[src/sv/sme_pkg.sv]
package sme_pkg;

  // Opcodes
  localparam logic [3:0] OP_LDI   = 4'd0;
  localparam logic [3:0] OP_LD    = 4'd1;
  localparam logic [3:0] OP_ST    = 4'd2;
  localparam logic [3:0] OP_PUSHI = 4'd3;
  localparam logic [3:0] OP_PUSH  = 4'd4;
  localparam logic [3:0] OP_POP   = 4'd5;
  localparam logic [3:0] OP_ADD   = 4'd6;
  localparam logic [3:0] OP_SUB   = 4'd7;
  localparam logic [3:0] OP_WR    = 4'd8;
  localparam logic [3:0] OP_READ  = 4'd9;

  // Status codes
  localparam logic [2:0] ST_OK      = 3'd0;
  localparam logic [2:0] ST_BADOP   = 3'd1;
  localparam logic [2:0] ST_OVER    = 3'd2;
  localparam logic [2:0] ST_UNDER   = 3'd3;
  localparam logic [2:0] ST_BADADDR = 3'd4;
  localparam logic [2:0] ST_HALTED  = 3'd5;

  // One result transaction
  typedef struct packed {
    logic [2:0]         status;
    logic               read_valid;
    logic signed [31:0] read_value;
    logic [7:0]         stack_count;
  } sme_result_t;

endpackage

[src/sv/sme_ofifo.sv]
module sme_ofifo (
  input  logic                clk,
  input  logic                rst_n,
  input  logic                push,
  input  sme_pkg::sme_result_t push_data,
  input  logic                pop,
  output logic                not_empty,
  output sme_pkg::sme_result_t head,
  output logic [2:0]          level
);

  import sme_pkg::*;

  sme_result_t slot_r [4];
  logic [1:0]  wr_ptr_r;
  logic [1:0]  rd_ptr_r;
  logic [2:0]  count_r;
  logic        do_pop;

  assign do_pop    = pop && (count_r != 3'd0);
  assign not_empty = (count_r != 3'd0);
  assign head      = slot_r[rd_ptr_r];
  assign level     = count_r;

  // Pointers and fill level
  always_ff @(posedge clk) begin
    if (!rst_n) begin
      wr_ptr_r <= 2'd0;
      rd_ptr_r <= 2'd0;
      count_r  <= 3'd0;
    end else begin
      if (push) begin
        wr_ptr_r <= wr_ptr_r + 2'd1;
      end
      if (do_pop) begin
        rd_ptr_r <= rd_ptr_r + 2'd1;
      end
      case ({push, do_pop})
        2'b10:   count_r <= count_r + 3'd1;
        2'b01:   count_r <= count_r - 3'd1;
        default: count_r <= count_r;
      endcase
    end
  end

  // Slot storage
  always_ff @(posedge clk) begin
    if (push) begin
      slot_r[wr_ptr_r] <= push_data;
    end
  end

endmodule

[config.mk]
export PLATFORM = sky130hd
export DESIGN_NAME = sme_ofifo
export DESIGN_NICKNAME = d
export VERILOG_FILES = /design/src/sv/sme_pkg.sv /design/src/sv/sme_ofifo.sv
export SDC_FILE = /design/constraint.sdc
export NUM_CORES = 1
export LEC_CHECK = 0
export BUFFER_PORTS_ARGS = -buffer_cell sky130_fd_sc_hd__buf_2
export CORE_MARGIN = 3
export CORE_UTILIZATION = 43
export CTS_BUF_LIST = sky130_fd_sc_hd__clkbuf_4
export CTS_CLUSTER_DIAMETER = 60
export DETAILED_ROUTE_END_ITERATION = 6
export HOLD_SLACK_MARGIN = 0.02
export PLACE_DENSITY = 0.69
export SYNTH_ARGS = -nofsm -noshare
export SYNTH_HDL_FRONTEND = slang
export SYNTH_SLANG_ARGS = --single-unit
[constraint.sdc]
create_clock -name clk -period 1.9 [get_ports clk]
set_input_delay 0.19 -clock clk [delete_from_list [all_inputs] [get_ports clk]]
set_output_delay 0.19 -clock clk [all_outputs]
set_load 0.05 [all_outputs]
==> results.json <==
{
  "synth_cells": 276,
  "holdPathStages": 4,
  "finalSetupViolCount": 44,
  "slowest_stage": "mux4_2",
  "syn-mean-instance-area_um2": 24.9,
  "worst_setup_path_start_kind": "flip-flop",
  "clk_latency_ns": 0.56,
  "placed_area_um2": 7700,
  "status": "complete, but fails checks",
  "cpMostUsedCell": "buf_6",
  "grt_pass1_vias": 3740,
  "cp_top_family": "multiplexers",
  "critPathMaxFanout": 7,
  "dpl.cell_count": 586,
  "initial_core_util": 0.445,
  "n_fill_cell": 1148,
  "rsz0062_at_grt": "yes",
  "cp_slowest_stage_delay_ns": 0.53,
  "die_x_um": 132,
  "drt_iter0_drc": 137,
  "fin_crit_ns": 2.15,
  "path_buf_inv": 3,
  "htree_levels": 4,
  "crit_cells": 4,
  "report.final.slew_viol_count": 0,
  "place_hpwl_um": 7520,
  "row_count": 45,
  "dieArea_um2": 17500,
  "arrival_ns": 1.96,
  "yosys_warnings": 0,
  "cts_tree": "built",
  "synth_cell_types": 22,
  "stdcell_count": 681,
  "peakVddDrop_mv": 0.879,
  "synth_ff_type": "edfxtp_1",
  "coreArea_um2": 15400,
  "drt-pass1-iter-count": 4,
  "cts_buffer_depth": 2,
  "seqCellArea_um2": 5480,
  "wl_per_cell_um": 18.8,
  "synth_fp_nets": 330,
  "yosysMostFrequentCell": "edfxtp_1",
  "netlist_top_cells_count": "edfxtp_1, mux4_2, dfxtp_1, and2_1, inv_1",
  "synth_edf_count": 176,
  "fin_crit_sh": 1.13,
  "yosysSeqAreaShare": 0.796,
  "relSlewSlack": 0.742,
  "violations": "negative setup slack",
  "synth_top_area_cell": "edfxtp_1",
  "die_y_um": 132,
  "drive_gt1_frac": 0.449,
  "cts_made_buffers": 17,
  "hold_path.class": "input port to flip-flop",
  "grt_use_total": 0.155,
  "drc": 0,
  "postLayoutSetupSlackWorst_ns": -0.252,
  "cts_sinks": 185,
  "grt_start_max_net_pins": 27,
  "cts.reportedPaths.clkPinSlew_ns": 0.13,
  "vias": 3388,
  "synth-async-reset-ratio": 0,
  "synth-seq-cells": 185,
  "netlist_area_um2": 6870,
  "root_buffer": "clkbuf_4",
  "synth_area_leaders": "edfxtp_1, mux4_2, dfxtp_1",
  "wl_um": 12800,
  "gp_congestion": 0.718,
  "ant_nets": 0,
  "final_hold_viol_count": 0,
  "areaGrowthSynthToFinish_pct": 30.2,
  "worstSetupPathType": "flip-flop to output port",
  "r2r_cells": 7,
  "grt_pass1_wl_um": 20200,
  "worstPathRequired_ns": 1.71,
  "synth_top_area_frac": 0.770,
  "max_cap_viol_count": 0,
  "grt-ovfl-total": 0,
  "antenna_found_initial": 0,
  "leakagePower_nw": 3.08,
  "multi_input_area_um2": 1260,
  "worstPathCellList": "buf_6, buf_12, mux4_2, buf_6",
  "fmax_ghz": 0.465,
  "finalInstanceArea_um2": 8940,
  "ios": 96,
  "worstMarginPinSlew_ns": 0.388,
  "vias_per_cell": 4.98,
  "io_buffers": 95,
  "critPathCaptureType": "output port",
  "antenna_cells": 0,
  "fin_skew_ns": 0.0105,
  "power_density_nw_per_um2": 1220,
  "fin_nets": 511
}
cell families after synthesis:
family	count (synthesis)	synth area share
buffers and inverters	16	0.0202
adders and majority gates	6	0.0120
DFF	185	0.796
xor gates and xnor gates	5	0.00638
and+or+nand+nor	14	0.0124
muxes	45	0.148
AOI/OAI and AO/OA	5	0.00510
per-stage QoR:
stage | utilization | setup WS (ns) | hold slack [ns] | setup TNS (ns) | power, mW
final | 0.580 | -0.252 | 0.118 | -9.26 | 10.9
after detailed placement | 0.499 | -0.0549 | 0.408 | -0.0549 | 7.90
after global placement | 0.499 | 0.107 | 0.400 | 0 | 7.85
after global routing | 0.580 | -0.363 | 0.0749 | -14.26 | 11.4
after floorplan | - | -0.0704 | 0.289 | -0.0704 | 7.27
after CTS | 0.580 | -0.352 | 0.0613 | -13.51 | 11.0
path summary, 6_finish.rpt:
kind              slack [ns]                        to                      from
setup / recovery       -0.25                   head[6]                 flip-flop
hold / removal          0.12                 flip-flop                       pop
setup reg to reg        0.06     level[2]$_SDFFE_PN0P_     level[0]$_SDFFE_PN0P_
hold reg to reg         0.60  wr_ptr_r[1]$_SDFFE_PN0P_  wr_ptr_r[1]$_SDFFE_PN0P_
power breakdown:
part	switching [mW]	total (mW)	internal [mW]
registers	0.102	4.82	4.72
clock network	1.29	2.23	0.939
logic	2.16	3.86	1.71
layout make-up:
class	count	share of cell area
Sequential cell	185	0.613
Timing Repair Buffer	172	0.180
Multi-Input combinational cell	75	0.141
Tap cell	211	0.0295
Clock inverter	14	0.0189
Clock buffer	18	0.0151
Inverter	6	0.00252
layout by cell type, fill, tap and decap left out, drive strengths merged:
master and n:
a21boi 1, and2 8, buf 126, bufinv 3, clkbuf 18, clkinv 4
clkinvlp 2, dfxtp 9, dlygate4sd3 46, edfxtp 176, fa 1, ha 5
inv 11, mux2i 1, mux4 44, nand2 1, nor2b 3, o21ai 2
o311ai 1, o31a 1, or3 2, xnor2 3, xor2 2
routing by layer:
| layer | wire length (um) | up-vias | global-route usage |
|---|---|---|---|
| met4 | 256 | 0 | 0.0641 |
| met5 | 0 | - | 0 |
| met1 | 5300 | 1746 | 0.190 |
| met3 | 633 | 22 | 0.0458 |
| li1 | - | 1520 | - |
| met2 | 6640 | 100 | 0.259 |
flip-flops by register name (all words and copies together) (netlist names), named ones only:
register  count
rd_ptr_r      2
slot_r      176
level         3
wr_ptr_r      2
worst reg2reg max path, cell delays in order, from the launching register on:
cell	delay, ns
dfxtp_4	0.39
o31a_1	0.18
ha_2	0.19
inv_1	0.05
fa_2	0.33
xor2_1	0.15
or3_1	0.32
a21boi_1	0.15
repair_timing:
action / CTS / global route
hold buffers: 46 / 0
endpoints found under the hold margin: 185 / 0
buffers inserted: 13 / 3
pin swaps: 1 / 2
gates resized for setup: 110 / 3
endpoints found under the setup margin: 45 / 45
gates cloned: 2 / 0
(Power assumes the default switching activity.)
